[src/hw/rtl/decision_tree_classifier_assert.svh]
// Assertion macros used by the decision tree classifier controller.
`ifndef DECISION_TREE_CLASSIFIER_ASSERT_SVH
`define DECISION_TREE_CLASSIFIER_ASSERT_SVH

// Checked at every rising edge of clk, and not checked while reset is held.
`define DTC_ASSERT(label, prop, msg) \
  label: assert property (@(posedge clk) disable iff (!rst_n) (prop)) else $error(msg);

// Checked at every rising edge of clk, during reset as well.
`define DTC_ASSERT_ALWAYS(label, prop, msg) \
  label: assert property (@(posedge clk) (prop)) else $error(msg);

`endif

[src/hw/rtl/dtc_pkg.sv]
// Shared constants, types and control structs of the decision tree classifier.
`default_nettype none

package dtc_pkg;

  // Table sizes and value format.
  localparam int NODE_COUNT    = 256;
  localparam int NODE_W        = $clog2(NODE_COUNT);
  localparam int FEATURE_COUNT = 64;
  localparam int FEAT_W        = $clog2(FEATURE_COUNT);
  localparam int VALUE_W       = 32;
  localparam int STEP_W        = 9;

  // Step count of the last inner node before the walk is stopped.
  localparam logic [STEP_W-1:0] LAST_STEP  = STEP_W'(NODE_COUNT - 1);
  localparam logic [STEP_W-1:0] STEP_LIMIT = STEP_W'(NODE_COUNT);

  // Request command codes.
  typedef enum logic [1:0] {
    CMD_LOAD_NODE = 2'd0,
    CMD_LOAD_FEAT = 2'd1,
    CMD_CLASSIFY  = 2'd2,
    CMD_UNUSED    = 2'd3
  } command_t;

  // One node table entry.
  typedef struct packed {
    logic [7:0]                split;
    logic signed [VALUE_W-1:0] thr;
    logic [7:0]                left;
    logic [7:0]                right;
  } node_entry_t;

  // Controller to datapath commands.
  typedef struct packed {
    logic load_node;
    logic load_feat;
    logic start;
    logic feat_rd;
    logic advance;
    logic res_load;
    logic res_err;
  } dp_cmd_t;

  // Datapath to controller status.
  typedef struct packed {
    logic is_leaf;
    logic last_step;
  } dp_status_t;

endpackage

`default_nettype wire

[src/hw/rtl/dtc_ctrl.sv]
// Controller of the decision tree classifier: request handshake, walk
// sequencing and result valid.
`default_nettype none

module dtc_ctrl (
  input  wire logic                 clk,
  input  wire logic                 rst_n,
  input  wire logic                 in_valid,
  output logic                      in_stall,
  input  wire logic [1:0]           in_command,
  output logic                      out_valid,
  input  wire logic                 out_stall,
  output dtc_pkg::dp_cmd_t          cmd,
  input  wire dtc_pkg::dp_status_t  status
);
  import dtc_pkg::*;

  `include "decision_tree_classifier_assert.svh"

  typedef enum logic [1:0] {
    S_IDLE,
    S_CHECK,
    S_CMP
  } state_t;

  state_t state_r, state_nxt;
  logic   out_valid_r, out_valid_nxt;
  logic   in_accept;

  // A classify request waits until the previous result has been taken.
  assign in_stall  = (state_r != S_IDLE) ||
                     (out_valid_r && (in_command == CMD_CLASSIFY));
  assign in_accept = in_valid && !in_stall;

  // Walk sequencing: read a node, then read its feature and pick the child.
  always_comb begin
    state_nxt = state_r;
    cmd       = '0;
    case (state_r)
      S_IDLE: begin
        if (in_accept) begin
          case (in_command)
            CMD_LOAD_NODE: cmd.load_node = 1'b1;
            CMD_LOAD_FEAT: cmd.load_feat = 1'b1;
            CMD_CLASSIFY: begin
              cmd.start = 1'b1;
              state_nxt = S_CHECK;
            end
            default: ;
          endcase
        end
      end
      S_CHECK: begin
        if (status.is_leaf) begin
          cmd.res_load = 1'b1;
          state_nxt    = S_IDLE;
        end else begin
          cmd.feat_rd = 1'b1;
          state_nxt   = S_CMP;
        end
      end
      S_CMP: begin
        cmd.advance = 1'b1;
        if (status.last_step) begin
          cmd.res_load = 1'b1;
          cmd.res_err  = 1'b1;
          state_nxt    = S_IDLE;
        end else begin
          state_nxt = S_CHECK;
        end
      end
      default: state_nxt = S_IDLE;
    endcase
  end

  // Result valid: set when a walk ends, cleared when the result is taken.
  always_comb begin
    out_valid_nxt = out_valid_r;
    if (out_valid_r && !out_stall) begin
      out_valid_nxt = 1'b0;
    end
    if (cmd.res_load) begin
      out_valid_nxt = 1'b1;
    end
  end

  // State and registered outputs.
  always_ff @(posedge clk) begin
    if (!rst_n) begin
      state_r     <= S_IDLE;
      out_valid_r <= 1'b0;
    end else begin
      state_r     <= state_nxt;
      out_valid_r <= out_valid_nxt;
    end
  end

  assign out_valid = out_valid_r;

  // A new result never overwrites one that is still waiting.
  `DTC_ASSERT(a_no_overwrite, cmd.res_load |-> !out_valid_r, "result overwritten")
  // An accepted classify request starts a walk at the root.
  `DTC_ASSERT(a_walk_start, (in_accept && (in_command == CMD_CLASSIFY)) |=> (state_r == S_CHECK), "walk did not start")
  // The compare step always follows a node check.
  `DTC_ASSERT(a_cmp_order, (state_r == S_CMP) |-> ($past(state_r) == S_CHECK), "compare without node check")
  // A walk that reaches the step limit ends with a valid error result.
  `DTC_ASSERT(a_step_limit, ((state_r == S_CMP) && status.last_step) |=> ((state_r == S_IDLE) && out_valid_r), "step limit not enforced")

endmodule

`default_nettype wire

[config.mk]
export PLATFORM = sky130hd
export DESIGN_NAME = dtc_ctrl
export DESIGN_NICKNAME = d
export VERILOG_FILES = /design/src/hw/rtl/dtc_pkg.sv /design/src/hw/rtl/dtc_ctrl.sv
export VERILOG_INCLUDE_DIRS = /design/src /design/src/hw/rtl
export SDC_FILE = /design/constraint.sdc
export NUM_CORES = 1
export LEC_CHECK = 0
export BUFFER_PORTS_ARGS = -buffer_cell sky130_fd_sc_hd__buf_2
export CAP_MARGIN = 40
export CORE_AREA = 2 2 39 41
export CTS_CLUSTER_DIAMETER = 40
export CTS_CLUSTER_SIZE = 12
export DETAILED_ROUTE_END_ITERATION = 10
export DIE_AREA = 0 0 41 43
export PLACE_DENSITY_LB_ADDON = 0.05
export SLEW_MARGIN = 40
export SYNTH_ARGS = -nofsm -noshare
export SYNTH_HDL_FRONTEND = slang
export SYNTH_SLANG_ARGS = --single-unit
export TNS_END_PERCENT = 20
[constraint.sdc]
create_clock -name clk -period 3.05 [get_ports clk]
set_input_delay 0 -clock clk [delete_from_list [all_inputs] [get_ports clk]]
set_output_delay 0 -clock clk [all_outputs]
set_load 0.01 [all_outputs]
==> metrics, run 1 <==
Port Buffers 16; CTS root buffer clkbuf_4; drt initial violations 2; Final nets 66; die area 1760 um^2; area grow syn2layout 43.6%; area of the core 1380 um^2; synth warn 0; setup ws final 1.71 ns; Post-Layout Cell Count 69; share of cells above drive strength 1 35.8%; Final Cycle Share 44.1%; status finished clean; Tightest Hold Check Type in2reg; Synth area leader dfxtp_1; P_leak 0.205 nW; vias 304; Slew Viols, Final 0; Commonest cells post-synth inv_1, ha_1, nand2_1; slew margin rel. 86.7%; Post-synth EDFFs 0; mapped cell area 273 um^2; # diodes 0; Setup Buffers After CTS 0; slew at the pin with the worst max-slew slack 0.198 ns; final hold vios 0; Max Fclk 744 MHz; placed insts 65; total I/O pin count 17; first-pass GRT wire length 1020 um; critical path data arrival time 1.34 ns; Vias/cell 4.41; peak supply drop 295 uV; register bit total from synthesis 3; Synth cell types 18; top-count cell post-synth inv_1; Routed WL 687 um; Worst-Skew Late Latency 0.23 ns; DP Worst Slack 1.82 ns; CP required 3.05 ns; global-route usage over all layers 8.83%; CTS tree done; clk_skew 0.000795 ns; Synth top area share 22.0%; Synth Flop Type dfxtp_1; # hold bufs at CTS 0; Syn Nets 46; FFs w/ async S/R, synth 0%; wire length per cell 9.96 um; Gate Count Post-Synth 34; critical path class reg2out; worst-case clock buffer depth 2; CP max FO 4; Worst-path clk slew 0.04 ns; DRC viols 0; Worst setup SP type flip-flop; initial antenna violation count 0; max cap viols 0; total power per unit cell area 453 nW/um^2; Seq/Total Area, Yosys 22.0%; remaining antenna violation count 0; grt total ovfl 0; Final Setup Violations 0; post-CTS sizing 0; Rows 14; gp weighted congestion 0.792; number of buffers created by CTS 3; Tot Pwr 0.177 mW; pin count of the biggest net entering global routing 6; H-Tree Depth 1; Area contributors post-synth dfxtp_1, ha_1, inv_1, nor2b_1, nand2_1; chip height 43 um; syn avg cell area 8.02 um^2; Initial Util 19.7%; Pre-antenna DRT Iters 2; min Tclk post-route 1.34 ns; # clock sinks 3; vias in the first global route 264; setup TNS 0 ns; dpl hpwl 598 um; Chip Width 41 um; Worst Setup End Kind output port; RSZ-0062 raised after global routing no
-- metrics by stage --
step	instance area, um^2	hold slack [ns]	util [%]
floorplan	273	0.0495	-
global placement	365	0.256	26.4
detailed placement	365	0.263	26.4
CTS	392	0.0153	28.3
global route	392	0.0152	28.3
finish	392	0.0223	28.3
-- layout make-up --
cell class,instances,area [um^2]
sequential,3,60.1
fill,164,992
clock buffer,4,26.3
timing repair buffer,16,80.1
tap,16,20.0
inverter,5,18.8
multi-input combinational,25,186
-- cells in the final DEF (no fill, tap or decap) --
| cell type | instances |
|---|---|
| inv_1 | 5 |
| o21ai_1 | 1 |
| and4bb_1 | 1 |
| buf_2 | 16 |
| a22oi_1 | 1 |
| o31ai_1 | 1 |
| and4b_1 | 1 |
| and4_1 | 1 |
| clkbuf_1 | 1 |
| o21ai_0 | 1 |
| nor3_1 | 2 |
| and2_1 | 2 |
| o21a_1 | 1 |
| dfxtp_1 | 3 |
| nor2b_1 | 3 |
| nor3b_1 | 1 |
| ha_1 | 4 |
| o2111ai_1 | 1 |
| clkbuf_4 | 3 |
| nand2_1 | 4 |
-- power by group --
part	internal, mW	switching (mW)	leakage, nW
sequential	0.0437	0.00512	0.0244
clock	0.0491	0.0219	0.0150
combinational	0.0266	0.0311	0.166
total	0.119	0.0581	0.205
-- state kept, by name (all words and copies together) (netlist names) --
| register | count |
|---|---|
| out_valid | 1 |
| state_r | 2 |
-- worst paths after layout --
kind	startpoint	to	slack [ns]	depth (start not counted)
hold / removal	rst_n	out_valid$_SDFFE_PN0P_	0.02	2
setup reg to reg	state_r[0]$_SDFFE_PN0P_	out_valid$_SDFFE_PN0P_	1.79	5
hold reg to reg	state_r[1]$_SDFFE_PN0P_	state_r[1]$_SDFFE_PN0P_	0.50	2
setup / recovery	state_r[0]$_SDFFE_PN0P_	cmd[1]	1.71	5
-- per-layer routing --
| metal | part of all wire (%) | routed length [um] | GRT usage [%] | vias to the layer above |
|---|---|---|---|---|
| met5 | 0 | 0 | 0 | - |
| met4 | 0 | 0 | 2.00 | 0 |
| met3 | 10 | 70 | 6.28 | 0 |
| met2 | 42 | 286 | 12.5 | 17 |
| met1 | 48 | 330 | 10.6 | 129 |
| li1 | - | - | - | 158 |
-- kinds of logic after synthesis --
logic type               after synthesis  share of synthesized area (%)
AND/OR/NAND/NOR                       15                           34.9
AO/OA/AOI/OAI                          6                           15.1
buffers and inverters                  6                           9.63
adder cells (fa/ha/maj)                4                           18.3
flip-flops                             3                           22.0
-- worst max-delay path: stages (launching register included) --
cell and delay [ns]:
dfxtp_1 0.40, inv_1 0.09, ha_1 0.24, a22oi_1 0.16
nor2b_1 0.09, buf_2 0.14
Note: power is estimated with default switching activity, not from simulation.
==> inputs of run 2 (changes only) <==
--- a/config.mk
+++ b/config.mk
@@ -6,6 +6,7 @@
 export SDC_FILE = /design/constraint.sdc
 export NUM_CORES = 1
 export LEC_CHECK = 0
+export ABC_AREA = 1
 export BUFFER_PORTS_ARGS = -buffer_cell sky130_fd_sc_hd__buf_2
 export CAP_MARGIN = 40
 export CORE_AREA = 2 2 39 41
==> constraint.sdc (replaced) <==
create_clock -name clk -period 1.2 [get_ports clk]
set_input_delay 0 -clock clk [delete_from_list [all_inputs] [get_ports clk]]
set_output_delay 0 -clock clk [all_outputs]
set_load 0.01 [all_outputs]
==> run 2 against run 1 <==
Worst setup slack lost 1.7 ns. Clock power grew 140%. Non-clock buffer count grew 7. Via count grew 14%. Critical path type unchanged.
==> metrics, run 2 <==
area grow syn2layout 85.3%; Tot Pwr 1.26 mW (+610%); Slowest cell on crit path dfxtp_2; Final Cycle Share 99.3%; Synth top area share 20.8% (-1.2 points); syn avg cell area 6.28 um^2 (-22%); total I/O pin count 17 (unchanged); Reg with most FFs state_r; vias 346 (+14%); critical path data arrival time 1.19 ns (-0.15 ns); first-pass GRT wire length 1150 um (+12%); commonest non-fill, non-tap cells in the layout buf_2, inv_1, nand2_1; dpl hpwl 603 um (+0.74%); Synth Area in Compound Gates 6.93% (-8.2 points); register bit total from synthesis 3 (unchanged); Final Setup Violations 0 (unchanged); global-route usage over all layers 9.93% (+1.1 points); Commonest cells post-synth inv_1, nand2_1, a21oi_1, ha_1, nor2_1; H-Tree Depth 1 (unchanged); largest family of logic cells by synthesized area simple AND/OR/NAND/NOR gates; Area contributors post-synth dfxtp_1, ha_1, inv_1, nand2_1, a21oi_1; critical path class reg2out; Vias/cell 3.98 (-9.7%); Seq/Total Area, Yosys 20.8% (-1.2 points); wire length per cell 8.45 um (-15%); slew margin rel. 86.2% (-0.47 points); most common cell after layout, fill and taps aside buf_2; FFs w/ async S/R, synth 0% (unchanged); share of cells above drive strength 1 59.2% (+23 points); Worst-path clk slew 0.03 ns (about the same); total power per unit cell area 2360 nW/um^2 (+420%); most used cell, CP nand2_2; worst-case clock buffer depth 2 (unchanged); DRC viols 0 (unchanged); post-synthesis mux area share 0% (unchanged); max cap viols 0 (unchanged); vias in the first global route 323 (+22%); adder-cell area share of the yosys netlist 17.3% (-1.0 points); gp weighted congestion 0.734 (-7.3%); Synth cell types 11 (-7); CP required 1.20 ns (-1.85 ns); # diodes 0 (unchanged); Rows 14 (unchanged); Synth area leader dfxtp_1; peak supply drop 1040 uV (+250%); CP max stage delay 0.32 ns (-0.08 ns); flip-flop count of the largest register after layout 2 (unchanged); Pre-antenna DRT Iters 4 (+2); Tightest Hold Check Type in2reg; CTS tree done; P_leak 0.298 nW (+45%); final hold vios 0 (unchanged); min Tclk post-route 1.19 ns; CP max FO 2 (-2); Post-synth EDFFs 0 (unchanged); Final nets 84 (+27%); XOR/XNOR Fraction of Synth Area 0% (unchanged); Routed WL 735 um (+7.0%); Max Fclk 840 MHz; Syn Nets 58 (+26%); number of buffers created by CTS 3 (unchanged); simple logic cell fraction of the synthesized area 35.5% (+0.64 points); mapped cell area 289 um^2 (+6.0%); Initial Util 20.9% (+1.2 points); pin count of the biggest net entering global routing 6 (unchanged); crit path cell chain inv_2 -> buf_6 -> ha_4 -> nand2_2 -> nand2_2 -> nand2_2 -> inv_1 -> buf_2; Port Buffers 16 (unchanged); remaining antenna violation count 0 (unchanged); Worst setup SP type flip-flop; drt initial violations 5 (+3); area of the core 1380 um^2 (unchanged); Slew Viols, Final 0 (unchanged); final hold slack 0.0259 ns (+0.00361 ns); die area 1760 um^2 (unchanged); Chip Width 41 um (unchanged); Gate Count Post-Synth 46 (+35%); grt total ovfl 0 (unchanged); status finished clean; clk_skew 0.00158 ns (+0.000783 ns); synth warn 0 (unchanged); initial antenna violation count 0 (unchanged); slew at the pin with the worst max-slew slack 0.207 ns (+0.00872 ns); RSZ-0062 raised after global routing yes; Worst Setup End Kind output port; top-count cell post-synth inv_1; CTS root buffer clkbuf_4; Synth Flop Type dfxtp_1; Worst-Skew Late Latency 0.23 ns (about the same); chip height 43 um (unchanged); # clock sinks 3 (unchanged)
==> run 2: cell types whose count changed in the layout (fill, tap and decap cells not counted), sizes merged, moves of 2 or more <==
cell,change
a21oi,+4
and2,-2
buf,+6
inv,+6
nand2,+6
nand3,+3
nor2,+6
nor2b,-3
o21ai,-2
==> run 2: worst paths after layout <==
check	cells past startpoint	start	slack, ns	end
setup / recovery	8	state_r[1]$_SDFFE_PN0P_	0.009	cmd[1]
hold / removal	3	out_stall	0.03	out_valid$_SDFFE_PN0P_
setup reg to reg	5	state_r[0]$_SDFFE_PN0P_	0.11	state_r[1]$_SDFFE_PN0P_
hold reg to reg	2	out_valid$_SDFFE_PN0P_	0.49	out_valid$_SDFFE_PN0P_
==> run 2: power by group <==
part	switching, mW	internal (mW)	leakage (nW)
sequential	0.0342	0.148	0.0253
clock	0.0469	0.124	0.0150
combinational	0.461	0.449	0.257
==> run 2: cell families after synthesis <==
logic type,count (synthesis)
buffers and inverters,13
DFF,3
AOI/OAI and AO/OA,4
and+or+nand+nor,22
adders and majority gates,4
==> run 2: through the flow <==
step                      TNS, ns  std cells  utilization (%)  worst slack [ns]  cell area, um^2
after floorplan                 0         46                -            0.0826              289
after global placement          0         81             29.7            0.0316              412
after detailed placement        0         81             29.7            0.0207              412
after CTS                 -0.0463         87             36.7           -0.0299              508
after global routing       -0.111         87             38.7           -0.0600              536
final                           0         87             38.7           0.00885              536
==> run 2: layout make-up <==
| cell class | count | area, um^2 |
|---|---|---|
| Tap cell | 16 | 20.0 |
| Clock buffer | 4 | 26.3 |
| Sequential cell | 3 | 62.6 |
| Inverter | 11 | 43.8 |
| Multi-Input combinational cell | 30 | 244 |
| Fill cell | 159 | 848 |
| Timing Repair Buffer | 23 | 139 |
==> run 2: worst max-delay path, delay by kind of cell, from the launching register on <==
kind	cells	cell delay (ns)
and+or+nand+nor	3	0.15
buffers and inverters	4	0.34
adders and majority gates	1	0.15
DFF	1	0.32
==> run 2: what timing repair did <==
action / CTS / global route
hold buffers: 1 / 0
gates cloned: 0 / 0
resized for setup: 14 / 6
setup endpoints to repair: 4 / 4
pin swaps: 4 / 6
setup buffers: 1 / 0
hold endpoints to repair: 1 / 0
==> run 2: metal layers <==
layer / vias to the layer above / share of wire, % / global-route usage (%)
met3: 0 / 3.7 / 3.14
met2: 5 / 53 / 15.6
met5: - / 0 / 0
met1: 154 / 43 / 10.9
li1: 187 / - / -
met4: 0 / 0 / 6.00
